===== config.mk =====
export PLATFORM = sky130hd
export DESIGN_NAME = spe_fifo
export DESIGN_NICKNAME = d
export VERILOG_FILES = /design/src/rtl/core/spe_pkg.sv /design/src/rtl/core/spe_fifo.sv
export SDC_FILE = /design/constraint.sdc
export NUM_CORES = 1
export LEC_CHECK = 0
export ABC_AREA = 0
export BUFFER_PORTS_ARGS = -buffer_cell sky130_fd_sc_hd__buf_4
export CAP_MARGIN = 20
export CORE_MARGIN = 1.5
export CORE_UTILIZATION = 48
export DETAILED_ROUTE_END_ITERATION = 16
export GPL_TIMING_DRIVEN = 0
export PLACE_DENSITY = 0.82
export RECOVER_POWER = 100
export REMOVE_ABC_BUFFERS = 1
export SLEW_MARGIN = 10
export SYNTH_ARGS = -nofsm -noshare
export SYNTH_HDL_FRONTEND = slang
export SYNTH_SLANG_ARGS = --single-unit

===== constraint.sdc =====
create_clock -name clk_i -period 1.6 [get_ports clk_i]
set_clock_uncertainty 0.05 [all_clocks]
set_input_delay 0.08 -clock clk_i [delete_from_list [all_inputs] [get_ports clk_i]]
set_output_delay 0.08 -clock clk_i [all_outputs]
set_load 0.005 [all_outputs]

===== src/rtl/core/spe_pkg.sv =====
// Shared types and constants of the stream prefetch engine.
package spe_pkg;

  localparam int unsigned TABLE_ENTRIES_DEF = 64;
  localparam int unsigned LINE_BITS_DEF     = 6;
  localparam int unsigned PAGE_BITS_DEF     = 12;
  localparam int unsigned ADDR_BITS_DEF     = 48;

  localparam int unsigned STAMP_W   = 64;
  localparam int unsigned CFG_W     = 8;
  localparam int unsigned CFG_IDX_W = 2;
  localparam int unsigned LOOK_W    = 8;
  localparam int unsigned Q_DEPTH   = 2;

  localparam logic [CFG_IDX_W-1:0] CFG_DIST  = 2'd0;
  localparam logic [CFG_IDX_W-1:0] CFG_DEG   = 2'd1;
  localparam logic [CFG_IDX_W-1:0] CFG_CROSS = 2'd2;

  localparam logic [CFG_W-1:0] DIST_RST  = 8'd8;
  localparam logic [CFG_W-1:0] DEG_RST   = 8'd10;
  localparam logic             CROSS_RST = 1'b0;

  localparam logic [1:0] DIR_NONE = 2'd0;
  localparam logic [1:0] DIR_UP   = 2'd1;
  localparam logic [1:0] DIR_DOWN = 2'd2;

  typedef enum logic [1:0] {
    KIND_NOP,
    KIND_TICK,
    KIND_TRAIN
  } cmd_kind_e;

  typedef struct packed {
    cmd_kind_e kind;
    logic      issue_ok;
    logic      fill;
  } cmd_flags_t;

endpackage


===== src/rtl/core/spe_fifo.sv =====
// Small show-ahead queue used for the command and result queues of the engine.
module spe_fifo #(
  parameter int unsigned WIDTH = 8,
  parameter int unsigned DEPTH = spe_pkg::Q_DEPTH
) (
  input  logic             clk_i,
  input  logic             rst_ni,
  input  logic             push_i,
  input  logic [WIDTH-1:0] data_i,
  output logic             full_o,
  input  logic             pop_i,
  output logic [WIDTH-1:0] data_o,
  output logic             empty_o
);

  localparam int unsigned PW = (DEPTH > 1) ? $clog2(DEPTH) : 1;
  localparam int unsigned CW = $clog2(DEPTH + 1);

  logic [WIDTH-1:0] mem_q [DEPTH];
  logic [PW-1:0]    wptr_q, wptr_d, rptr_q, rptr_d;
  logic [CW-1:0]    cnt_q, cnt_d;
  logic             do_push, do_pop;

  assign full_o  = (cnt_q == CW'(DEPTH));
  assign empty_o = (cnt_q == '0);
  assign do_push = push_i && !full_o;
  assign do_pop  = pop_i && !empty_o;
  assign data_o  = mem_q[rptr_q];

  always_comb begin
    wptr_d = wptr_q;
    rptr_d = rptr_q;
    cnt_d  = cnt_q;
    if (do_push) begin
      wptr_d = (wptr_q == PW'(DEPTH - 1)) ? '0 : wptr_q + PW'(1);
    end
    if (do_pop) begin
      rptr_d = (rptr_q == PW'(DEPTH - 1)) ? '0 : rptr_q + PW'(1);
    end
    if (do_push && !do_pop) begin
      cnt_d = cnt_q + CW'(1);
    end else if (do_pop && !do_push) begin
      cnt_d = cnt_q - CW'(1);
    end
  end

  always_ff @(posedge clk_i or negedge rst_ni) begin
    if (!rst_ni) begin
      wptr_q <= '0;
      rptr_q <= '0;
      cnt_q  <= '0;
    end else begin
      wptr_q <= wptr_d;
      rptr_q <= rptr_d;
      cnt_q  <= cnt_d;
    end
  end

  always_ff @(posedge clk_i) begin
    if (do_push) begin
      mem_q[wptr_q] <= data_i;
    end
  end

endmodule


==> After elaboration in Yosys (flattened, before gate mapping) <==
Memories as Yosys holds them, arrays and structs flattened.
Cells that the tools add are included.
{ "totals": {"regBits": 4, "ramBits": 16, "inputBits": 12, "output_inout_bits": 10, "wordCells": 25, "mem_count": 1} }
{ "memory_table": {"columns": ["memory", "depth", "word_bits", "read_ports", "rd_clocked_by_memory_dff", "write_ports", "line", "text"], "rows": [
  ["mem_q", 2, 8, 1, 0, 1, "spe_fifo.sv:19", "logic [WIDTH-1:0] mem_q [DEPTH];"]
]} }
{ "classes": {"n_addsub": 4, "n_eq_ne": 1, "n_mux": 6, "reduce_logical": 10} }
{ "ops": {"columns": ["cell", "n"], "rows": [
  ["logical AND 1 bit", 4],
  ["zero test 1 bit", 4],
  ["two-way mux 1 bit", 4],
  ["two-way mux 2 bit", 2],
  ["adder 1 bit, second input constant", 2],
  ["adder 2 x 1 -> 2 bit, second input constant", 1],
  ["== test 2 bit, second input constant", 1],
  ["zero test 2 bit", 1],
  ["nonzero test 2 bit", 1],
  ["subtractor 2 x 1 -> 2 bit, second input constant", 1]
]} }

==> Depth between registers and ports, before layout <==
Gate-level depths: netlist (run 1).
{ "logic_depth": {"word_depth": 7, "mapped_depth": 7, "mapped_depth_nobuf": 7} }

==> Worst setup path before layout (run 1) <==
No wires, ideal clock.
{ "synth_timing": {"path_type": "register to register", "startpoint": "register cnt_q[0]", "endpoint": "memory mem_q[0][0], enable pin", "setup_time_ps": 370, "arrival_ps": 1022, "required_time_ps": 1180, "path_slack_ps": 158, "path_stages_with_launch": 4, "period_less_slack_ps": 1442, "cell_sequence": "dfrtp_1 > nand2b_1 > nand2_2 > nor2_1"} }
{ "synth_via": {"elab_chain_len": 5} }
{ "synth_rtl": {"columns": ["element", "line", "text"], "rows": [
  ["start, declared", "spe_fifo.sv:21", "logic [CW-1:0] cnt_q, cnt_d;"],
  ["start signal, assigned", "spe_fifo.sv:55", "cnt_q <= cnt_d;"],
  ["== test 2 bit", "spe_fifo.sv:24", "assign full_o = (cnt_q == CW'(DEPTH));"],
  ["zero test 1 bit", "spe_fifo.sv:26", "assign do_push = push_i && !full_o;"],
  ["logical AND 1 bit", "spe_fifo.sv:26", null],
  ["two-way mux 1 bit", "spe_fifo.sv:60", "if (do_push) begin"],
  ["two-way mux 1 bit (implied by the code)", "spe_fifo.sv:61", "mem_q[wptr_q] <= data_i;"],
  ["end, declared", "spe_fifo.sv:19", null]
]} }
No other way between the ends.

==> Worst setup path in the final report (run 1) <==
{ "layout_timing": {"startpoint": "register cnt_q[0]", "endpoint": "register cnt_q[1]"} }
{ "layout_via": {"elab_chain_len": 6, "word_cells_on_any_way": 15} }
{ "layout_rtl": {"columns": ["element", "line"], "rows": [
  ["== test 2 bit or zero test 2 bit (tied branches)", "spe_fifo.sv:24, spe_fifo.sv:25"],
  ["zero test 1 bit, on equally long branches", "spe_fifo.sv:26, spe_fifo.sv:27"],
  ["logical AND 1 bit, on equally long branches", "spe_fifo.sv:26, spe_fifo.sv:27"],
  ["zero test 1 bit, on equally long branches", "spe_fifo.sv:42, spe_fifo.sv:40"],
  ["logical AND 1 bit, on equally long branches", "spe_fifo.sv:42, spe_fifo.sv:40"],
  ["nonzero test 2 bit (no line) or two-way mux 2 bit (tied branches)", null]
]} }
Parallel ways exist; a longest one is shown, timed or not. The select of a mux whose other input is x is not followed.
A chain may end at the register's enable or synchronous reset.

==> key figures, run 1 <==
Placement
  • Area post-placement: approximately 950 um^2
  • Setup Slack @ Placement: -0.0586 ns
  • Count of port buffers added during placement: 21
  • Weighted congestion at the end of routability-driven global placement: roughly 0.66
  • HPWL reported at the end of detailed placement: 859 um

CTS
  • Clock buffer count from CTS: 3
  • Maximum buffer depth of the clock tree: 2
  • Root Driver: clkbuf_4
  • Clock transition at the registers of the reported paths: about 0.11 ns
  • Sinks on Clock Net: 20
  • Clock latency at the later pin of the worst-skew pair: about 0.3 ns
  • Clock tree from TritonCTS: yes
  • Max H-tree Level: 1

Global routing
  • Global router's overall resource usage: 16.3%
  • Antenna violations before repair: 0
  • Wire length of the first global-routing pass: around 2.1 mm
  • Number of global-route vias before repair: just under 500
  • Pin count of the biggest net entering global routing: 12
  • Total congestion overflow: 0

Power
  • Internal power contribution: ~1.2 mW
  • Clock network fraction of design power: roughly 17%
  • Portion of total power attributed to combinational logic: between 30% and 40%
  • Switching share of power: roughly 29%
  • Worst vdd rail ir drop: between 0.9 and 1 mV
  • Share of total power in sequential cells: about half
  • Switch Pwr: 515 uW
  • Leak pwr: ~0.45 nW
  • Power density over the cells: between 1500 and 2000 mW/mm^2

Timing
  • Maximum operating frequency: between 600 and 700 MHz
  • Slew @ Worst Pin: approximately 0.44 ns
  • Ratio of final minimum period to clock period: roughly 94%
  • Finish-stage setup viols: 0
  • Worst Hold Margin: 0.0324 ns
  • Relative max-transition margin: a little under three quarters
  • Setup WS post-layout: between 0.1 and 0.15 ns
  • Final critical path time including I/O delays and setup: around 1.5 ns
  • Max-slew violations: 0
  • Final Hold Fails: 0

Worst setup path
  • Startpoint class of the critical path: register
  • Critical path peak fanout: 4
  • Worst EP required: roughly 1.7 ns
  • Critical Path AT: about 1.6 ns
  • Critical path endpoint category: register
  • Path type of the worst setup path: register to register

Detailed routing
  • Detailed-routed wire length on met3: between 60 and 70 um
  • First drt pass iteration count: 4
  • Drt wl/cell: between 10 and 15 um
  • Initial DRC Count: 5
  • DRC: 0
  • Met2 wire len: between 600 and 700 um
  • Max layer used: met4
  • Post-route ant nets: 0
  • DRT met1 WL: 540 um
  • Vias after detailed routing: 483
  • Aggregate routed wire length: about 1.3 mm
  • Routed via count divided by cell count: approximately 5.1

Die
  • Standard cell core area: between 0.0015 and 0.002 mm^2
  • Overall die width: 43.4 um
  • Die boundary height: about 43 um
  • IO Pins: 22
  • Die ar.: 0.00188 mm^2
  • Starting density of the core: ~50%
  • Row Count: 14

Run status
  • Status: finished, final reports clean

Finish
  • Total number of nets in the final design: 93
  • Area Overhead vs Synth: 40.6%
  • Most common library cell in the layout ignoring fill and taps: clkbuf_4
  • Number of fillers in the final layout: 110
  • Number of antenna repair diodes: 0
  • Ratio of cells with drive above 1 in the final layout: a little over two fifths
  • Area occupied by multi-input gates: just over 200 um^2
  • Sequential Area: 583 um^2
  • Top library cells by usage in the layout, fill and taps aside: 18 x clkbuf_4, 16 x edfxtp_1, 9 x dlygate4sd3_1
  • Post-route cell area: about 0.0011 mm^2
  • Util after Layout: 72.2%

Hold path
  • Worst min path class: primary input to register

Logic synthesis
  • Synth Warn #: 0
  • Largest area contributor in the netlist: edfxtp_1
  • Post-Syn Instances: 44
  • Count of state elements after synthesis: 20
  • Post-synthesis instance area: just under 800 um^2
  • Post-synthesis sequential area ratio: roughly three quarters
  • Ranking of synthesized cells by area: edfxtp_1 61%, dfrtp_1 13%, mux2_1 8.6%
  • Mean Syn Cell Area: 17.8 um^2
  • Yosys top cell area share: roughly three fifths
  • Number of different library cells in the post-synthesis netlist: 15

Job
  • Count of maximum capacitance violations: 0
worst max-delay path, cell delays in order (launching register included):
cell and delay [ns]:
dfrtp_2 0.44, clkbuf_1 0.12, o21ai_1 0.21, ha_1 0.20, xor2_1 0.18, nor2_2 0.05, xor2_1 0.13
what timing repair did:
item                                    in CTS  in global routing
gates resized for setup                      2                  3
hold endpoints to repair                    20                  0
endpoints found under the setup margin       9                  9
pin swaps                                    0                  1
hold buffers                                 9                  0
setup buffers                                0                  2
kinds of logic after synthesis:
logic type               synth area share, %
buffers and inverters                   1.60
adder cells (fa/ha/maj)                 1.60
multiplexers                            11.5
AND/OR/NAND/NOR                         3.84
flip-flops                              74.2
AO/OA/AOI/OAI                          0.639
XOR/XNOR                                6.56
sequential cells by signal (all words and copies together), names as in the netlist:
register,count
wptr_q,1
rptr_q,1
cnt_q,2
mem_q,16
path summary, 6_finish.rpt:
check                      startpoint  depth (start not counted)       end  slack [ns]
hold reg to reg                wptr_q                          1    wptr_q        0.50
min in group asynchronous      rst_ni                          2    wptr_q        0.08
hold / removal                 push_i                          3    wptr_q        0.03
max in group asynchronous      rst_ni                          2  cnt_q[0]        1.20
setup / recovery             cnt_q[0]                          6  cnt_q[1]        0.10
setup reg to reg             cnt_q[0]                          6  cnt_q[1]        0.10
per-stage QoR:
stage | std cells | TNS (ns) | power (mW)
6_report | 95 | 0 | 1.76
5_1_grt | 95 | -0.00366 | 1.87
4_1_cts | 93 | 0 | 1.74
3_5_place_dp | 80 | -0.468 | 1.42
3_3_place_gp | 80 | -0.715 | 1.39
2_1_floorplan | 43 | 0 | 1.15
cell type report:
type                    count  share of cell area, %
multi-input cells          21                   18.3
repair buffers             32                   22.9
inverters                   2                  0.683
well taps                  16                   1.82
clock buffers               4                   3.30
flip-flops and latches     20                   53.0
cells in the mapped netlist:
| master | number |
|---|---|
| buf_2 | 1 |
| xnor2_1 | 2 |
| mux2_1 | 6 |
| dfrtp_1 | 4 |
| ha_1 | 1 |
| mux2_2 | 2 |
| nand2b_1 | 1 |
| xnor2_2 | 1 |
| o21ai_1 | 1 |
| inv_1 | 2 |
| nand2_2 | 1 |
| xor2_1 | 2 |
| and3_1 | 1 |
| nor2_1 | 3 |
| edfxtp_1 | 16 |
routing by layer:
layer  up-vias  track usage [%]
met5         -                0
met4         0             10.9
met3         2             4.17
met2        18             27.8
met1       236             17.7
li1        227                -
power by group through the flow:
stage	logic (mW)	clock network, mW	registers (mW)
after floorplan	0.322	0	0.824
after global placement	0.546	0	0.847
after detailed placement	0.560	0	0.859
after CTS	0.583	0.305	0.853
after global routing	0.674	0.323	0.870
final	0.616	0.292	0.853
Note: power is estimated with default switching activity, not from simulation.
==> run 2, diff against run 1 <==
--- a/config.mk
+++ b/config.mk
@@ -5,14 +5,14 @@
 export SDC_FILE = /design/constraint.sdc
 export NUM_CORES = 1
 export LEC_CHECK = 0
-export ABC_AREA = 0
+export ABC_AREA = 1
 export BUFFER_PORTS_ARGS = -buffer_cell sky130_fd_sc_hd__buf_4
 export CAP_MARGIN = 20
 export CORE_MARGIN = 1.5
-export CORE_UTILIZATION = 48
+export CORE_UTILIZATION = 49
 export DETAILED_ROUTE_END_ITERATION = 16
 export GPL_TIMING_DRIVEN = 0
-export PLACE_DENSITY = 0.82
+export PLACE_DENSITY = 0.83
 export RECOVER_POWER = 100
 export REMOVE_ABC_BUFFERS = 1
 export SLEW_MARGIN = 10
==> run 2 against run 1 <==
Net effect:
- final cell count is 29% higher
- combinational power is 5.7% higher
- sequential share of layout area decreased by 0.23 points
- sequential power shrank 3.0%
- routed wire length is 19% higher
- clock-buffer cell count decreased by 1
- sequential cell count did not move
- critical path depth is 1 higher
- synthesized area increased by 3.5%
- final area unchanged
- clock power down 14%
- die area up 1.3%
- critical path type unchanged
==> key figures, run 2 <==
Run status
  • Status: finished, final reports clean

Die
  • Die ar.: 0.00190 mm^2 (+1.3%)
  • Die boundary height: 43.6 um (+0.66%)
  • IO Pins: 22 (unchanged)
  • Starting density of the core: 53.1% (+1.8 points)
  • Row Count: 14 (unchanged)
  • Overall die width: 43.6 um (+0.66%)
  • Standard cell core area: 0.00152 mm^2 (unchanged)

Detailed routing
  • Initial DRC Count: 19 (+14)
  • First drt pass iteration count: 4 (unchanged)
  • DRC: 0 (unchanged)
  • Vias after detailed routing: 607 (+26%)
  • Drt wl/cell: 12.5 um (-7.9%)
  • Post-route ant nets: 0 (unchanged)
  • Routed via count divided by cell count: 4.93 (-2.9%)
  • Aggregate routed wire length: 1.54 mm (+19%)

Logic synthesis
  • Yosys top cell area share: 59.4% (-2.1 points)
  • Largest area contributor in the netlist: edfxtp_1
  • Leading cell type by number of instances after synthesis: nand2_1
  • Primary flip-flop cell chosen by synthesis mapping: edfxtp_1
  • Post-synthesis instance area: 810 um^2 (+3.5%)
  • Count of state elements after synthesis: 20 (unchanged)
  • Number of enable flip-flop cells after synthesis: 16 (unchanged)
  • Synth Warn #: 0 (unchanged)
  • Post-synthesis sequential area ratio: 71.7% (-2.5 points)
  • Number of different library cells in the post-synthesis netlist: 14 (-1)
  • Ranking of synthesized cells by area: edfxtp_1 59%, nand2_1 15%, dfrtp_1 12%
  • Cell types with the highest counts after synthesis: 33 x nand2_1, 16 x edfxtp_1, 7 x inv_1
  • Post-Syn Instances: 73 (+66%)
  • Proportion of synthesized flip-flops having asynchronous set or reset: 20.0% (unchanged)
  • Mean Syn Cell Area: 11.1 um^2 (-38%)

Worst setup path
  • Register-to-register setup slack: 0.13 ns (+0.03 ns)
  • Origin of the critical flop-to-flop path: cnt_q[0]
  • Critical path peak fanout: 7 (+3)
  • Slowest cell on crit path: dfrtp_1
  • Top Family by Delay on Critical Path: flip-flops
  • Startpoint class of the critical path: register
  • Critical path endpoint category: register
  • Path type of the worst setup path: register to register
  • Cell-by-cell listing of the critical path: nor2_2 > nor2_2 > ha_1 > inv_1 > nand3_1 > nand2_1 > nand2_1
  • Critical Path AT: 1.62 ns (-0.02 ns)
  • Crit path largest cell delay: 0.48 ns (+0.04 ns)
  • Worst EP required: 1.76 ns (+0.02 ns)
  • Reg2reg end: cnt_q[1]
  • Worst reg-to-reg path cell count: 7 (+1)
  • Buffers plus inverters on the worst setup path: 1 (unchanged)

Global routing
  • Global-route track usage on met3: 2.50% (-1.7 points)
  • Pin count of the biggest net entering global routing: 12 (unchanged)
  • Antenna violations before repair: 0 (unchanged)
  • Total congestion overflow: 0 (unchanged)
  • Number of global-route vias before repair: 570 (+19%)
  • Wire length of the first global-routing pass: 2.35 mm (+13%)
  • Met1 Usage GRT: 20.5% (+2.8 points)
  • Met2 routing resource usage after global routing: 30.9% (+3.1 points)
  • GRT Max-Usage Layer: met2
  • Global router's overall resource usage: 18.1% (+1.9 points)

Finish
  • Area Overhead vs Synth: 35.9%
  • Util after Layout: 72.2% (unchanged)
  • Total number of nets in the final design: 121 (+30%)
  • Top library cells by usage in the layout, fill and taps aside: 33 x nand2_1, 18 x clkbuf_4, 16 x edfxtp_1
  • Ratio of cells with drive above 1 in the final layout: 23.4% (-18 points)
  • Reg with most FFs: mem_q
  • Number of flip-flops under the largest register name: 16 (unchanged)
  • Most common library cell in the layout ignoring fill and taps: nand2_1
  • Number of antenna repair diodes: 0 (unchanged)
  • Registers with the most flip-flops: mem_q: 16 flops, cnt_q: 2 flops

Job
  • Count of maximum capacitance violations: 0 (unchanged)

Timing
  • Ratio of final minimum period to clock period: 91.6% (-2.0 points)
  • Slew @ Worst Pin: 0.436 ns (-0.000677 ns)
  • Maximum operating frequency: 682 MHz (+2.2%)
  • Worst Hold Margin: 0.0771 ns (+0.0448 ns)
  • Setup WS post-layout: 0.134 ns (+0.0325 ns)
  • Final Hold Fails: 0 (unchanged)
  • Max-slew violations: 0 (unchanged)
  • Final critical path time including I/O delays and setup: 1.47 ns (-0.0325 ns)
  • RSZ-0062 raised after global routing: false
  • Relative max-transition margin: 70.9% (about the same)
  • Finish-stage setup viols: 0 (unchanged)

Power
  • Worst vdd rail ir drop: 1.19 mV (+23%)
  • Total power draw: 1.73 mW (-1.8%)
  • Leak pwr: 0.504 nW (+12%)
  • Power density over the cells: 1570 mW/mm^2 (-1.8%)

Hold path
  • Worst min path class: primary input to async pin

CTS
  • Clock tree from TritonCTS: yes
  • Maximum buffer depth of the clock tree: 2 (unchanged)
  • Clock transition at the registers of the reported paths: 0.11 ns (about the same)
  • Root Driver: clkbuf_4
  • Sinks on Clock Net: 20 (unchanged)
  • Postcts setup bufs: 0 (unchanged)
  • Clock latency at the later pin of the worst-skew pair: 0.31 ns (about the same)
  • Max H-tree Level: 1 (unchanged)
  • Clock buffer count from CTS: 3 (unchanged)

Placement
  • Setup Slack @ Placement: -0.0164 ns (+0.0422 ns)
  • Count of port buffers added during placement: 21 (unchanged)
  • HPWL reported at the end of detailed placement: 1.02 mm (+18%)
  • Weighted congestion at the end of routability-driven global placement: 0.764 (+16%)
==> run 2: cell count changes after synthesis, moves of 2 or more <==
cell     delta
o21ai_0     +2
mux2_2      -2
nand2_1    +33
inv_1       +5
nor2_2      +2
xor2_1      -2
mux2_1      -6
==> run 2: through the flow <==
| stage | std cells | TNS (ns) | area (um^2) |
|---|---|---|---|
| 2_1_floorplan | 72 | 0 | 805 |
| 3_3_place_gp | 109 | 0 | 982 |
| 3_5_place_dp | 109 | -0.130 | 982 |
| 4_1_cts | 123 | 0 | 1110 |
| 5_1_grt | 123 | 0 | 1100 |
| 6_report | 123 | 0 | 1100 |
==> run 2: layer usage <==
metal	up-vias	routed length [um]
met2	17	830
met5	-	0
met4	0	45
met1	277	601
li1	308	-
met3	5	63
==> run 2: report_power, final <==
part / leakage, nW / internal (mW) / total (mW) / switching, mW
sequential: 0.197 / 0.723 / 0.827 / 0.104
clock: 0.0154 / 0.0913 / 0.251 / 0.159
combinational: 0.291 / 0.305 / 0.651 / 0.347
total: 0.504 / 1.12 / 1.73 / 0.610
==> run 2: cells by family (layout without fill, tap and decap cells) <==
logic type,count (synthesis),in the layout,synth area share (%)
AOI/OAI and AO/OA,2,2,1.24
DFF,20,20,71.7
xor gates and xnor gates,1,1,1.08
buffers and inverters,9,43,4.33
and+or+nand+nor,40,40,20.1
adders and majority gates,1,1,1.55
==> run 2: what timing repair did <==
item                                    CTS  global route
resized for setup                         1             1
endpoints found under the setup margin    8             1
hold buffers                             10             0
hold endpoints to repair                 21             0
==> run 2: worst max-delay path by stage <==
stage	startpoint	end	slack, ns	depth (start not counted)
floorplan	cnt_q[1]	mem_q[1][0]	0.23	3
global placement	cnt_q[1]	mem_q[1][0]	0.03	3
detailed placement	cnt_q[1]	mem_q[1][0]	-0.02	3
CTS	cnt_q[1]	mem_q[1][3]	0.15	3
global route	cnt_q[0]	cnt_q[1]	0.05	7
finish	cnt_q[0]	cnt_q[1]	0.13	7
==> run 2: cell type report <==
class / instances / area [um^2]
multi-input cells: 44 / 196
clock buffers: 3 / 22.5
flip-flops and latches: 20 / 581
fillers: 116 / 424
clock inverters: 1 / 3.75
inverters: 8 / 30.0
repair buffers: 31 / 246
well taps: 16 / 20.0
