`src/rtl/core/spe_pkg.sv`:
```
// Shared types and constants of the stream prefetch engine.
package spe_pkg;

  localparam int unsigned TABLE_ENTRIES_DEF = 64;
  localparam int unsigned LINE_BITS_DEF     = 6;
  localparam int unsigned PAGE_BITS_DEF     = 12;
  localparam int unsigned ADDR_BITS_DEF     = 48;

  localparam int unsigned STAMP_W   = 64;
  localparam int unsigned CFG_W     = 8;
  localparam int unsigned CFG_IDX_W = 2;
  localparam int unsigned LOOK_W    = 8;
  localparam int unsigned Q_DEPTH   = 2;

  localparam logic [CFG_IDX_W-1:0] CFG_DIST  = 2'd0;
  localparam logic [CFG_IDX_W-1:0] CFG_DEG   = 2'd1;
  localparam logic [CFG_IDX_W-1:0] CFG_CROSS = 2'd2;

  localparam logic [CFG_W-1:0] DIST_RST  = 8'd8;
  localparam logic [CFG_W-1:0] DEG_RST   = 8'd10;
  localparam logic             CROSS_RST = 1'b0;

  localparam logic [1:0] DIR_NONE = 2'd0;
  localparam logic [1:0] DIR_UP   = 2'd1;
  localparam logic [1:0] DIR_DOWN = 2'd2;

  typedef enum logic [1:0] {
    KIND_NOP,
    KIND_TICK,
    KIND_TRAIN
  } cmd_kind_e;

  typedef struct packed {
    cmd_kind_e kind;
    logic      issue_ok;
    logic      fill;
  } cmd_flags_t;

endpackage

```
`src/rtl/core/spe_fifo.sv`:
```
// Small show-ahead queue used for the command and result queues of the engine.
module spe_fifo #(
  parameter int unsigned WIDTH = 8,
  parameter int unsigned DEPTH = spe_pkg::Q_DEPTH
) (
  input  logic             clk_i,
  input  logic             rst_ni,
  input  logic             push_i,
  input  logic [WIDTH-1:0] data_i,
  output logic             full_o,
  input  logic             pop_i,
  output logic [WIDTH-1:0] data_o,
  output logic             empty_o
);

  localparam int unsigned PW = (DEPTH > 1) ? $clog2(DEPTH) : 1;
  localparam int unsigned CW = $clog2(DEPTH + 1);

  logic [WIDTH-1:0] mem_q [DEPTH];
  logic [PW-1:0]    wptr_q, wptr_d, rptr_q, rptr_d;
  logic [CW-1:0]    cnt_q, cnt_d;
  logic             do_push, do_pop;

  assign full_o  = (cnt_q == CW'(DEPTH));
  assign empty_o = (cnt_q == '0);
  assign do_push = push_i && !full_o;
  assign do_pop  = pop_i && !empty_o;
  assign data_o  = mem_q[rptr_q];

  always_comb begin
    wptr_d = wptr_q;
    rptr_d = rptr_q;
    cnt_d  = cnt_q;
    if (do_push) begin
      wptr_d = (wptr_q == PW'(DEPTH - 1)) ? '0 : wptr_q + PW'(1);
    end
    if (do_pop) begin
      rptr_d = (rptr_q == PW'(DEPTH - 1)) ? '0 : rptr_q + PW'(1);
    end
    if (do_push && !do_pop) begin
      cnt_d = cnt_q + CW'(1);
    end else if (do_pop && !do_push) begin
      cnt_d = cnt_q - CW'(1);
    end
  end

  always_ff @(posedge clk_i or negedge rst_ni) begin
    if (!rst_ni) begin
      wptr_q <= '0;
      rptr_q <= '0;
      cnt_q  <= '0;
    end else begin
      wptr_q <= wptr_d;
      rptr_q <= rptr_d;
      cnt_q  <= cnt_d;
    end
  end

  always_ff @(posedge clk_i) begin
    if (do_push) begin
      mem_q[wptr_q] <= data_i;
    end
  end

endmodule

```
`src/rtl/core/spe_front.sv`:
```
// Front part: takes input items, classifies them and queues commands.
module spe_front #(
  parameter int unsigned ADDR_BITS = spe_pkg::ADDR_BITS_DEF,
  parameter int unsigned LINE_BITS = spe_pkg::LINE_BITS_DEF
) (
  input  logic                           clk_i,
  input  logic                           rst_ni,
  input  logic                           push,
  output logic                           full,
  input  logic                           func_i,
  input  logic [ADDR_BITS-1:0]           access_addr_i,
  input  logic                           cache_hit_i,
  input  logic                           issue_ok_i,
  input  logic                           mshr_below_half_i,
  output logic                           cmd_valid_o,
  output logic [ADDR_BITS-LINE_BITS-1:0] cmd_line_o,
  output spe_pkg::cmd_flags_t            cmd_flags_o,
  input  logic                           cmd_pop_i
);

  localparam int unsigned LW = ADDR_BITS - LINE_BITS;
  localparam int unsigned FW = $bits(spe_pkg::cmd_flags_t);

  spe_pkg::cmd_flags_t flags;
  logic [LW+FW-1:0]    wdata, rdata;
  logic                empty;

  always_comb begin
    flags.issue_ok = issue_ok_i;
    flags.fill     = mshr_below_half_i;
    if (func_i) begin
      flags.kind = spe_pkg::KIND_TICK;
    end else if (cache_hit_i) begin
      flags.kind = spe_pkg::KIND_NOP;
    end else begin
      flags.kind = spe_pkg::KIND_TRAIN;
    end
  end

  assign wdata = {access_addr_i[ADDR_BITS-1:LINE_BITS], flags};

  spe_fifo #(
    .WIDTH(LW + FW),
    .DEPTH(spe_pkg::Q_DEPTH)
  ) u_cmd_q (
    .clk_i  (clk_i),
    .rst_ni (rst_ni),
    .push_i (push),
    .data_i (wdata),
    .full_o (full),
    .pop_i  (cmd_pop_i),
    .data_o (rdata),
    .empty_o(empty)
  );

  assign cmd_valid_o = !empty;
  assign cmd_line_o  = rdata[LW+FW-1:FW];
  assign cmd_flags_o = spe_pkg::cmd_flags_t'(rdata[FW-1:0]);

endmodule

```
`config.mk`:
```
export PLATFORM = sky130hd
export DESIGN_NAME = spe_front
export DESIGN_NICKNAME = d
export VERILOG_FILES = /design/src/rtl/core/spe_pkg.sv /design/src/rtl/core/spe_fifo.sv /design/src/rtl/core/spe_front.sv
export SDC_FILE = /design/constraint.sdc
export NUM_CORES = 1
export LEC_CHECK = 0
export ABC_AREA = 1
export CORE_MARGIN = 2
export CORE_UTILIZATION = 30
export CTS_BUF_LIST = sky130_fd_sc_hd__clkbuf_8
export CTS_CLUSTER_DIAMETER = 50
export DETAILED_ROUTE_END_ITERATION = 10
export DONT_BUFFER_PORTS = 1
export REMOVE_ABC_BUFFERS = 1
export SLEW_MARGIN = 0
export SYNTH_ARGS = -nofsm -noshare
export SYNTH_HDL_FRONTEND = slang
export SYNTH_SLANG_ARGS = --single-unit
export TNS_END_PERCENT = 1
```
`constraint.sdc`:
```
create_clock -name clk_i -period 3.3 [get_ports clk_i]
set_clock_uncertainty 0.15 [all_clocks]
set_input_delay 0.33 -clock clk_i [delete_from_list [all_inputs] [get_ports clk_i]]
set_output_delay 0.33 -clock clk_i [all_outputs]
set_load 0.01 [all_outputs]
```
Word level (Yosys, flattened, before mapping)
Memory sizes are Yosys's and may differ from the RTL's.
Cells that the tools add are included.

storage, ports and cells
  register bits = 4
  memory bits (writable) = 92
  input bits = 56
  output and inout bits = 48
  word-level logic and storage cells = 27
  memories kept = 1

memory list
  memory         depth  width  read ports  clocked after memory_dff  wr ports  line            source
  u_cmd_q.mem_q  2      46     1           0                         1         spe_fifo.sv:19  logic [WIDTH-1:0] mem_q [DEPTH];

operators by class
  add/sub/neg operators = 4
  equality and inequality tests = 1
  mux-type cells = 8
  reduce and logical (&&, ||, !) cells = 10

operators by type and width
  operator                                          count
  two-way mux 2 bit                                 4
  logical AND 1 bit                                 4
  logical NOT 1 bit                                 4
  two-way mux 1 bit                                 4
  adder 1 bit, second input constant                2
  adder 2 x 1 -> 2 bit, second input constant       1
  equality test 2 bit, second input constant        1
  logical NOT 2 bit                                 1
  nonzero test 2 bit                                1
  subtractor 2 x 1 -> 2 bit, second input constant  1

Longest topological paths before layout
Gate-level depths: netlist of run 1.

  depth in word-level cells = 7
  mapped depth = 9

By module
A second synthesis of run 1 with hierarchy kept.

unflattened totals
  cell total of the unflattened synthesis = 274
  area total of the unflattened synthesis = 3614.7 um^2

by module, submodules not included
  module     times used  cells an instance  area each (um^2)  sequential area each (um^2)
  spe_fifo   1           272                3607.2            2862.7
  spe_front  1           2                  7.5               0.0

Worst setup path before layout of run 1
OpenSTA, ideal clock, no wires.

  kind = flip-flop to flip-flop
  start point = register u_cmd_q.cnt_q[1]
  end point = memory u_cmd_q.mem_q[1][0] (netlist bit) (enable)
  library setup time = 0.450 ns
  arrival = 2.490 ns
  data required time = 2.700 ns
  path slack = 0.210 ns
  stages on the path, launching flop included = 4
  buffers on the path = 0
  period minus slack after synthesis = 3.090 ns
  cell sequence = dfrtp_1 inv_1 o21ai_0 nor2_1

on the way
  word-level cells in the longest chain between the ends = 5

ends and longest elaborated chain
  what                                     line            source
  start: declaration                       spe_fifo.sv:21  logic [CW-1:0] cnt_q, cnt_d;
  start signal: assignment                 spe_fifo.sv:55  cnt_q <= cnt_d;
  equality test 2 bit                      spe_fifo.sv:24  assign full_o = (cnt_q == CW'(DEPTH));
  logical NOT 1 bit                        spe_fifo.sv:26  assign do_push = push_i && !full_o;
  logical AND 1 bit                        spe_fifo.sv:26
  two-way mux 1 bit                        spe_fifo.sv:60  if (do_push) begin
  two-way mux 1 bit (implied by the code)  spe_fifo.sv:61  mem_q[wptr_q] <= data_i;
  end: declaration                         spe_fifo.sv:19

No other way between the ends.

Worst setup path in the final report of run 1
  start point = register u_cmd_q.rptr_q
  end point = output port cmd_line_o[37]

on the way
  word-level cells in the longest chain between the ends = 1

ends and longest elaborated chain
  what                      line             source
  start: declaration        spe_fifo.sv:20   logic [PW-1:0] wptr_q, wptr_d, rptr_q, rptr_d;
  start signal: assignment  spe_fifo.sv:54   rptr_q <= rptr_d;
  memory (2 x 46 bit)       -
  end: declaration          spe_front.sv:16  output logic [ADDR_BITS-LINE_BITS-1:0] cmd_line_o,

No other way between the ends.

==> results by group, run 1 <==
Floorplanning
  • # rows: 40
  • Height of the die: 113.6 um
  • Initial core utilization: 0.3037
  • Top-level I/O count: 104
  • Core Region: 11860 um^2
  • Die area: 12900 um^2
  • Die Width: 113.6 um

Logic synthesis
  • Top-count cell post-synth: nand2_1
  • Library cells used by synthesis: 14
  • Sequential area share after synthesis: 0.7947
  • Synth top area cells: edfxtp_1, nand2_1, dfrtp_1
  • Dominant synthesized flop cell: edfxtp_1
  • Top post-synthesis cells by count: nand2_1, edfxtp_1, inv_1
  • Synth Instances: between 200 and 300
  • Ys Warns: 0
  • Syn_area_per_cell: between 10 and 15 um^2
  • Ys async rst share: 0.04167
  • Synthesized flop and latch total: 96
  • Synth area leader: edfxtp_1
  • Post-synthesis cell area: 3602 um^2
  • Top-area cell type share of the netlist area: 0.7669
  • EDFF count, synth: 92

Timing
  • Unrepaired setup endpoints after global routing: no
  • Worst setup margin: 1.108 ns
  • Final Hold Vio Count: 0
  • Post-route minimum period: between 2 and 2.5 ns
  • Final setup fails: 0
  • Tcrit/Tclk final: 0.6642
  • Max Freq: 0.4562 GHz
  • Slew @ Worst Pin: 0.8510 ns
  • Slew Viols, Final: 0
  • Hold slack: 0.05313 ns
  • Setup_tns: 0 ns
  • Max_slew headroom: 0.4319

GRT
  • Vias in the first global route: 1985
  • M3 GR Usage: 0.04623
  • Overflow after GRT: 0
  • Initial antenna violation count: 0
  • Routing usage on met2: 0.1904
  • Global-route usage over all layers: 0.1115
  • Global-route wire length before repair: 10360 um
  • Largest net degree at the start of global routing: 48
  • GRT met1 Usage: 0.1189
  • Busiest layer in global routing: met2

Placed design
  • Gp weighted congestion: 0.6542
  • Post-DP Area: 3732 um^2
  • Port Buffers: 0
  • Placed cells: 414
  • Hpwl dp: 4121 um
  • Dpl ws: 1.326 ns

Finish
  • Final Core Density: 0.3703
  • Final antenna diode count: 0
  • Area grow syn2layout: 21.92%
  • # fillers: about 1100
  • Area of the multi-input gates: 624.3 um^2
  • Final #Nets: 383
  • FF+latch area: between 2000 and 3000 um^2
  • Share of layout cells above drive strength 1: 0.06042
  • Non-Filler Instances: 478
  • Post-route design area: between 4000 and 5000 um^2

Critical path
  • Crit. Startpoint: u_cmd_q.rptr_q$_DFFE_PN0P_
  • CP Cell Sequence: inv_2, nand2_1, nand2_1
  • Buf/Inv on CP: 1
  • Startpoint Class: register
  • Worst path arrival time: around 1.7 ns
  • Setup crit end kind: output port
  • Most Frequent Cell on Critical Path: nand2_1
  • Cell family with the largest share of critical-path delay: buffers and inverters
  • CP peak stage delay: roughly 0.62 ns
  • Setup CP Type: register to output port
  • Slowest CP cell: inv_2
  • CP max FO: 47
  • Worst Path Required: 2.82 ns
  • Worst r2r src: u_cmd_q.cnt_q[1]$_DFFE_PN0P_

Hold path
  • HP Class: input port to register
  • Worst hold start: push

Power
  • Tot Pwr: 3.492 mW
  • Peak supply drop: 0.0005005 V
  • PwrDens: 795.0 nW/um^2
  • Leak pwr: around 1.7 nW

Clock network
  • Worst skew pair latency: 0.37 ns
  • Clock root cell: clkbuf_8
  • # H-tree levels: 3
  • Clock-pin slew on the worst setup and hold paths: 0.09 ns
  • Clock buffer depth: 2
  • CTS tree: done
  • Post-CTS resize count: 0
  • Num CTS Buffers: 9
  • Clk sinks: 96

Route
  • Vias after detailed routing: 2037
  • Initial DRC count: 85
  • DRT Pass-1 Iters: 4
  • Routed Antenna Nets: 0
  • Routed wire per std cell: 14.57 um
  • WL final: 6963 um
  • Residual DRC: 0
  • DR vias/cell: between 4 and 5

Job
  • Max-Cap Viols: 0

Outcome
  • Outcome: finished, final reports clean
## worst min-delay path, delay by kind of cell
family / cells / cell delay, ns
simple gates: 3 / 0.18
buf+inv: 1 / 0.03
## repair_timing
action	CTS	global route
hold buffers	48	0
buffers inserted	0	0
endpoints found under the hold margin	97	0
## registers in the layout, indices dropped and copies added (netlist names)
name and count:
u_cmd_q.rptr_q 1, u_cmd_q.mem_q 92, u_cmd_q.wptr_q 1, u_cmd_q.cnt_q 2
## placed cells by master, fill, tap and decap left out, drive strengths merged
| cell | count |
|---|---|
| nand2 | 149 |
| edfxtp | 92 |
| dlygate4sd3 | 48 |
| inv | 10 |
| clkbuf | 9 |
| buf | 4 |
| nor2 | 4 |
| dfrtp | 4 |
| clkinv | 4 |
| nand3 | 2 |
| o21ai | 1 |
| xnor2 | 1 |
| nand4 | 1 |
| ha | 1 |
| bufinv | 1 |
## per-layer routing
metal  up-vias  wire length (um)
li1       1011                 -
met4         0               150
met2        63              3535
met1       951              2817
met5         -                 0
met3        12               460
## area by class of cell
class	instances	area share
Timing Repair Buffer	52	0.1162
Inverter	8	0.006838
Clock inverter	7	0.01254
Clock buffer	9	0.02821
Multi-Input combinational cell	159	0.1422
Tap cell	147	0.04188
Sequential cell	96	0.6521
## report_power, final
| part | switching [mW] | internal [mW] |
|---|---|---|
| logic | 0.799 | 0.235 |
| registers | 0.0671 | 1.66 |
| clock network | 0.390 | 0.337 |
| total | 1.26 | 2.24 |
## path summary, 6_finish.rpt
| path | end | cells past startpoint | slack [ns] |
|---|---|---|---|
| setup / recovery | cmd_line_o[37] | 3 | 1.11 |
| hold / removal | u_cmd_q.wptr_q$_DFFE_PN0P_ | 4 | 0.05 |
| setup reg to reg | u_cmd_q.mem_q[0][28]$_DFFE_PP_ | 6 | 1.35 |
| hold reg to reg | u_cmd_q.cnt_q[1]$_DFFE_PN0P_ | 2 | 0.35 |
| max in group asynchronous | u_cmd_q.rptr_q$_DFFE_PN0P_ | 1 | 2.75 |
| min in group asynchronous | u_cmd_q.cnt_q[0]$_DFFE_PN0P_ | 1 | 0.07 |
## cells by family after synthesis
| family | count (synthesis) | synth area share |
|---|---|---|
| simple gates | 156 | 0.1639 |
| flops | 96 | 0.7947 |
| buf+inv | 18 | 0.03404 |
| compound gates | 1 | 0.001388 |
| xor+xnor | 1 | 0.002432 |
| fa+ha+maj | 1 | 0.003473 |
No activity file was read; power rests on OpenSTA's default activity.
==> inputs of run 2 (changes only) <==
Clock period 3.3 ns to 2.06 ns, I/O delays scaled along.
==> run 2 against run 1 <==
- setup slack got worse by 0.81 ns
- routed wire length rose by 0.82%
- critical endpoint is now u_cmd_q.mem_q[0][1]$_DFFE_PP_
- clock power rose by 40%
- first-iteration DRC count rose by 28%
- worst hold slack improved by 0.28 ns
- non-clock buffer count rose by 6
- critical path depth rose by 3
==> results by group, run 2 (synthesis gave the netlist of run 1 again) <==
Route
  • Initial DRC count: 109 (+28%)
  • Routed wire per std cell: 14.50 um (-0.43%)
  • Residual DRC: 0 (unchanged)
  • DRT Pass-1 Iters: 4 (unchanged)
  • WL final: 7020 um (+0.82%)
  • Routed Antenna Nets: 0 (unchanged)
  • Vias after detailed routing: 2081 (+2.2%)
  • DR vias/cell: 4.300 (+0.89%)

Critical path
  • Buf/Inv on CP: 3 (+2)
  • Setup CP Type: register to register
  • CP max FO: 19 (-60%)
  • Startpoint Class: register
  • Setup crit end kind: register
  • Most Frequent Cell on Critical Path: nor2_1
  • Slowest CP cell: dfrtp_1
  • Worst Path Required: 1.98 ns (-0.84 ns)
  • CP peak stage delay: 0.39 ns (-0.23 ns)
  • Worst path arrival time: 1.69 ns (-0.02 ns)
  • Cell family with the largest share of critical-path delay: buffers and inverters
  • CP Cell Sequence: inv_1, nor2_1, nor2_1, nand2_1, inv_2, buf_12

Power
  • Peak supply drop: 0.0004463 V (-11%)
  • Internal: 3.543 mW (+58%)
  • Gate power share: 0.318 (+0.022)
  • Leak pwr: 1.745 nW (+1.3%)
  • PwrDens: 1249 nW/um^2 (+57%)
  • Reg power frac: 0.498 (+0.003)
  • Tot Pwr: 5.565 mW (+59%)
  • Psw: 2.023 mW (+61%)
  • Clock power frac: 0.184 (-0.024)
  • Switching Fraction: 0.3635 (+0.003604)

Floorplanning
  • Core Region: 11860 um^2 (unchanged)
  • Die area: 12900 um^2 (unchanged)
  • Height of the die: 113.6 um (unchanged)
  • # rows: 40 (unchanged)
  • Top-level I/O count: 104 (unchanged)
  • Initial core utilization: 0.3037 (unchanged)
  • Die Width: 113.6 um (unchanged)

Outcome
  • Outcome: finished, final reports clean

Timing
  • Final Hold Vio Count: 0 (unchanged)
  • Post-route minimum period: 1.765 ns
  • Max_slew headroom: 0.7113 (+0.2794)
  • Max Freq: 0.5665 GHz
  • Tcrit/Tclk final: 0.8570
  • Slew Viols, Final: 0 (unchanged)
  • Slew @ Worst Pin: 0.4285 ns (-0.4224 ns)
  • Final setup fails: 0 (unchanged)
  • Unrepaired setup endpoints after global routing: no

Finish
  • Share of layout cells above drive strength 1: 0.06825 (+0.007826)
  • Largest regs: u_cmd_q.mem_q (92), u_cmd_q.cnt_q (2)
  • FF+latch area: 2864 um^2 (unchanged)
  • Commonest non-fill, non-tap cell in the layout: nand2_1
  • # fillers: 1126 (-1.1%)
  • Final antenna diode count: 0 (unchanged)
  • Top reg by flops: u_cmd_q.mem_q
  • Post-route design area: 4456 um^2 (+1.5%)
  • Final #Nets: 389 (+1.6%)
  • Max reg flops: 92 (unchanged)
  • Area of the multi-input gates: 624.3 um^2 (unchanged)
  • Area grow syn2layout: 23.69%
  • Most frequent cells in the layout: nand2_1, edfxtp_1, dlygate4sd3_1

Placed design
  • Port Buffers: 0 (unchanged)
  • Gp weighted congestion: 0.6557 (+0.23%)
  • Hpwl dp: 4471 um (+8.5%)
  • Post-DP Area: 3800 um^2 (+1.8%)

GRT
  • Overflow after GRT: 0 (unchanged)
  • Initial antenna violation count: 0 (unchanged)
  • Global-route usage over all layers: 0.1169 (+0.005455)
  • Global-route wire length before repair: 11030 um (+6.5%)
  • Vias in the first global route: 2039 (+2.7%)
  • Largest net degree at the start of global routing: 29 (-40%)

Clock network
  • Clock root cell: clkbuf_8
  • Setup bufs post-CTS: 0 (unchanged)
  • # H-tree levels: 3 (unchanged)
  • Clk sinks: 96 (unchanged)
  • CTS tree: done
  • Clock-pin slew on the worst setup and hold paths: 0.08 ns (about the same)
  • Clock buffer depth: 2 (unchanged)
  • Post-CTS resize count: 0 (unchanged)
  • Worst skew pair latency: 0.36 ns (about the same)
  • Num CTS Buffers: 9 (unchanged)

Job
  • Max-Cap Viols: 0 (unchanged)

Hold path
  • HP Class: register to register
## run 2: changes by cell type in the layout (fill, tap and decap cells not counted)
cell and change:
dlygate4sd3_1 +2, buf_12 +3, buf_4 +1, clkinvlp_4 +1, bufinv_16 -1, clkinv_2 -1, clkinv_1 +1
## run 2: power by group through the flow
stage,Sequential (mW),Combinational (mW),Clock (mW)
after floorplan,2.90,1.08,0
after global placement,2.80,1.72,0
after detailed placement,2.82,1.74,0
after CTS,2.78,1.84,1.08
after global routing,2.82,2.01,1.15
final,2.77,1.77,1.02
## run 2: area by class of cell
class	instances	share of cell area
clock buffer	9	0.02780
clock inverter	7	0.007021
inverter	8	0.006740
multi-input combinational	159	0.1401
sequential	96	0.6428
tap	147	0.04128
timing repair buffer	58	0.1342
## run 2: path summary, 6_finish.rpt
| check | startpoint | to | slack [ns] | depth (start not counted) |
|---|---|---|---|---|
| setup reg to reg | u_cmd_q.cnt_q[1]$_DFFE_PN0P_ | u_cmd_q.mem_q[0][1]$_DFFE_PP_ | 0.29 | 6 |
| hold reg to reg | u_cmd_q.wptr_q$_DFFE_PN0P_ | u_cmd_q.wptr_q$_DFFE_PN0P_ | 0.33 | 2 |
| max in group asynchronous | rst_ni | u_cmd_q.rptr_q$_DFFE_PN0P_ | 1.05 | 2 |
| setup / recovery | u_cmd_q.cnt_q[1]$_DFFE_PN0P_ | u_cmd_q.mem_q[0][1]$_DFFE_PP_ | 0.29 | 6 |
| hold / removal | u_cmd_q.wptr_q$_DFFE_PN0P_ | u_cmd_q.wptr_q$_DFFE_PN0P_ | 0.33 | 2 |
| min in group asynchronous | rst_ni | u_cmd_q.wptr_q$_DFFE_PN0P_ | 0.51 | 2 |
## run 2: worst reg2reg max path, delay by kind of cell (launching register included)
kind	cells	cell delay [ns]
AND/OR/NAND/NOR	3	0.37
flip-flops	1	0.39
buffers and inverters	3	0.54
## run 2: layer usage
metal	routed length, um	GRT usage	share of wire
met1	2898	0.1327	0.41
met2	3501	0.1940	0.50
met3	436	0.03932	0.062
met4	184	0.06585	0.026
met5	0	0	0
## run 2: what timing repair did
item                                    CTS  global route
endpoints found under the hold margin    99             0
hold buffers                             50             0
endpoints found under the setup margin    0             0
## run 2: metrics by stage
stage                 util  hold slack, ns  TNS [ns]  setup WS, ns  cells
finish              0.3756          0.3343         0        0.2947    484
global route        0.3756          0.3176         0        0.1659    484
CTS                 0.3756          0.3017         0        0.2373    484
detailed placement  0.3204         -0.2395         0        0.2994    418
global placement    0.3204         -0.2395         0        0.3442    418
floorplan                -         -0.2396    -53.27        -1.030    263
==> inputs of run 3 (changes only) <==
Clock period 2.06 ns to 1.7 ns, I/O delays scaled along.
==> run 3 against run 2 <==
- cell area increased by 2.0%
- worst hold slack worse by 0.035 ns
- sequential cell count unchanged
- setup slack worse by 0.23 ns
- sequential power is 22% higher
==> results by group, run 3 (synthesis gave the netlist of run 1 again) <==
Power
  • Peak supply drop: 0.0007696 V (+72%)
  • Leak pwr: 1.767 nW (+1.2%)
  • PwrDens: 1564 nW/um^2 (+25%)

Clock network
  • Num CTS Buffers: 9 (unchanged)
  • # H-tree levels: 3 (unchanged)
  • CTS tree: done
  • Clk sinks: 96 (unchanged)
  • Clock buffer depth: 2 (unchanged)
  • Clock root cell: clkbuf_8
  • Clock-pin slew on the worst setup and hold paths: 0.08 ns (about the same)
  • Worst skew pair latency: 0.37 ns (about the same)

Critical path
  • Crit. Startpoint: u_cmd_q.rptr_q$_DFFE_PN0P_
  • Setup CP Type: register to output port
  • Register-to-Register Path Depth: 6 (unchanged)
  • Flop-to-flop setup slack: 0.09 ns (-0.20 ns)
  • Worst r2r src: u_cmd_q.cnt_q[1]$_DFFE_PN0P_
  • Worst Path Required: 1.38 ns (-0.60 ns)
  • Worst path arrival time: 1.32 ns (-0.37 ns)
  • Worst Setup EP: cmd_line_o[39]
  • Worst r2r dst: u_cmd_q.mem_q[0][16]$_DFFE_PP_
  • CP max FO: 19 (unchanged)
  • Startpoint Class: register
  • Setup crit end kind: output port

Finish
  • Max reg flops: 92 (unchanged)
  • Final #Nets: 390 (+0.26%)
  • Final antenna diode count: 0 (unchanged)
  • Most frequent cells in the layout: nand2_1, edfxtp_1, dlygate4sd3_1
  • Area grow syn2layout: 26.12%
  • Commonest non-fill, non-tap cell in the layout: nand2_1
  • Largest regs: u_cmd_q.mem_q (92), u_cmd_q.cnt_q (2)
  • Area of the multi-input gates: 634.4 um^2 (+1.6%)
  • Share of layout cells above drive strength 1: 0.09763 (+0.02938)
  • # fillers: 1121 (-0.44%)
  • Top reg by flops: u_cmd_q.mem_q
  • Non-Filler Instances: 485 (+0.21%)
  • FF+latch area: 2865 um^2 (about the same)

GRT
  • Global-route wire length before repair: 10980 um (-0.44%)
  • Overflow after GRT: 0 (unchanged)
  • Busiest layer in global routing: met2
  • Global-route usage over all layers: 0.1162 (-0.0006851)
  • Initial antenna violation count: 0 (unchanged)
  • Vias in the first global route: 2090 (+2.5%)
  • Largest net degree at the start of global routing: 29 (unchanged)
  • M3 GR Usage: 0.04038 (+0.001063)
  • GRT met1 Usage: 0.1306 (-0.002079)
  • Routing usage on met2: 0.1916 (-0.002395)

Floorplanning
  • Top-level I/O count: 104 (unchanged)
  • Core Region: 11860 um^2 (unchanged)
  • # rows: 40 (unchanged)
  • Die Width: 113.6 um (unchanged)
  • Die area: 12900 um^2 (unchanged)
  • Initial core utilization: 0.3037 (unchanged)
  • Height of the die: 113.6 um (unchanged)

Placed design
  • Hpwl dp: 4501 um (+0.68%)
  • Placed cells: 419 (+0.24%)
  • Port Buffers: 0 (unchanged)
  • Gp weighted congestion: 0.6888 (+5.0%)

Timing
  • Slew @ Worst Pin: 0.4533 ns (+0.02476 ns)
  • Tcrit/Tclk final: 0.9643
  • Max Freq: 0.6100 GHz
  • Slew Viols, Final: 0 (unchanged)
  • Hold slack: 0.2997 ns (-0.03460 ns)
  • Post-route minimum period: between 1.5 and 2 ns
  • Final setup fails: 0 (unchanged)
  • Setup_tns: 0 ns (unchanged)
  • Final Hold Vio Count: 0 (unchanged)
  • Max_slew headroom: 0.6946 (-0.01668)
  • Unrepaired setup endpoints after global routing: yes

Route
  • Routed wire per std cell: 14.65 um (+0.99%)
  • Initial DRC count: 85 (-22%)
  • DR vias/cell: 4.396 (+2.2%)
  • DRT Pass-1 Iters: 4 (unchanged)
  • Vias after detailed routing: 2132 (+2.5%)
  • WL final: 7104 um (+1.2%)
  • Routed Antenna Nets: 0 (unchanged)
  • Residual DRC: 0 (unchanged)

Hold path
  • HP Class: input port to register

Job
  • Max-Cap Viols: 0 (unchanged)

Outcome
  • Outcome: finished, final reports clean
## run 3: cell count changes in the layout (fill, tap and decap cells not counted), moves of 2 or more
cell / change
buf_12: +2
nand2_2: +3
nand2_1: -3
buf_4: -3
buf_6: +2
inv_1: -3
## run 3: timing repair
item / CTS / global route
resized for setup: 5 / 5
endpoints found under the setup margin: 39 / 57
buffers inserted: 0 / 0
hold buffers: 50 / 0
endpoints found under the hold margin: 99 / 0
## run 3: routing by layer
layer	up-vias	wire length (um)
met5	-	0
met4	0	180
met3	12	477
met2	66	3590
met1	1028	2856
li1	1026	-
## run 3: critical path, cell delays in order, from the launching register on
cell and delay [ns]:
dfrtp_2 0.45, inv_6 0.13, buf_12 0.16, nand2_1 0.06, nand2_1 0.14
## run 3: where the power goes
group	total, mW	internal [mW]	switching [mW]
sequential	3.38	3.22	0.155
clock	1.42	0.664	0.759
combinational	2.30	0.677	1.63
## run 3: final cells by class
cell class | count | share of cell area
inverter | 8 | 0.007711
tap | 147 | 0.04048
clock buffer | 9 | 0.02727
clock inverter | 7 | 0.01377
sequential | 96 | 0.6307
multi-input combinational | 159 | 0.1396
timing repair buffer | 59 | 0.1405
## run 3: through the flow
stage	worst slack (ns)	cell area [um^2]	total power, mW	util
floorplan	-1.390	3510	4.819	-
global placement	0.1059	3832	5.558	0.3231
detailed placement	0.05814	3832	5.613	0.3231
CTS	0.005270	4533	7.195	0.3822
global route	-0.04203	4543	7.586	0.3830
finish	0.06064	4543	7.105	0.3830
## run 3: worst min path at each step
stage,endpoint,cells after the start,from
floorplan,u_cmd_q.cnt_q[0]$_DFFE_PN0P_,0,rst_ni
detailed placement,u_cmd_q.cnt_q[0]$_DFFE_PN0P_,0,rst_ni
CTS,u_cmd_q.mem_q[1][7]$_DFFE_PP_,1,access_addr_i[9]
global placement,u_cmd_q.cnt_q[0]$_DFFE_PN0P_,0,rst_ni
finish,u_cmd_q.mem_q[0][35]$_DFFE_PP_,1,access_addr_i[37]
global route,u_cmd_q.mem_q[1][7]$_DFFE_PP_,1,access_addr_i[9]
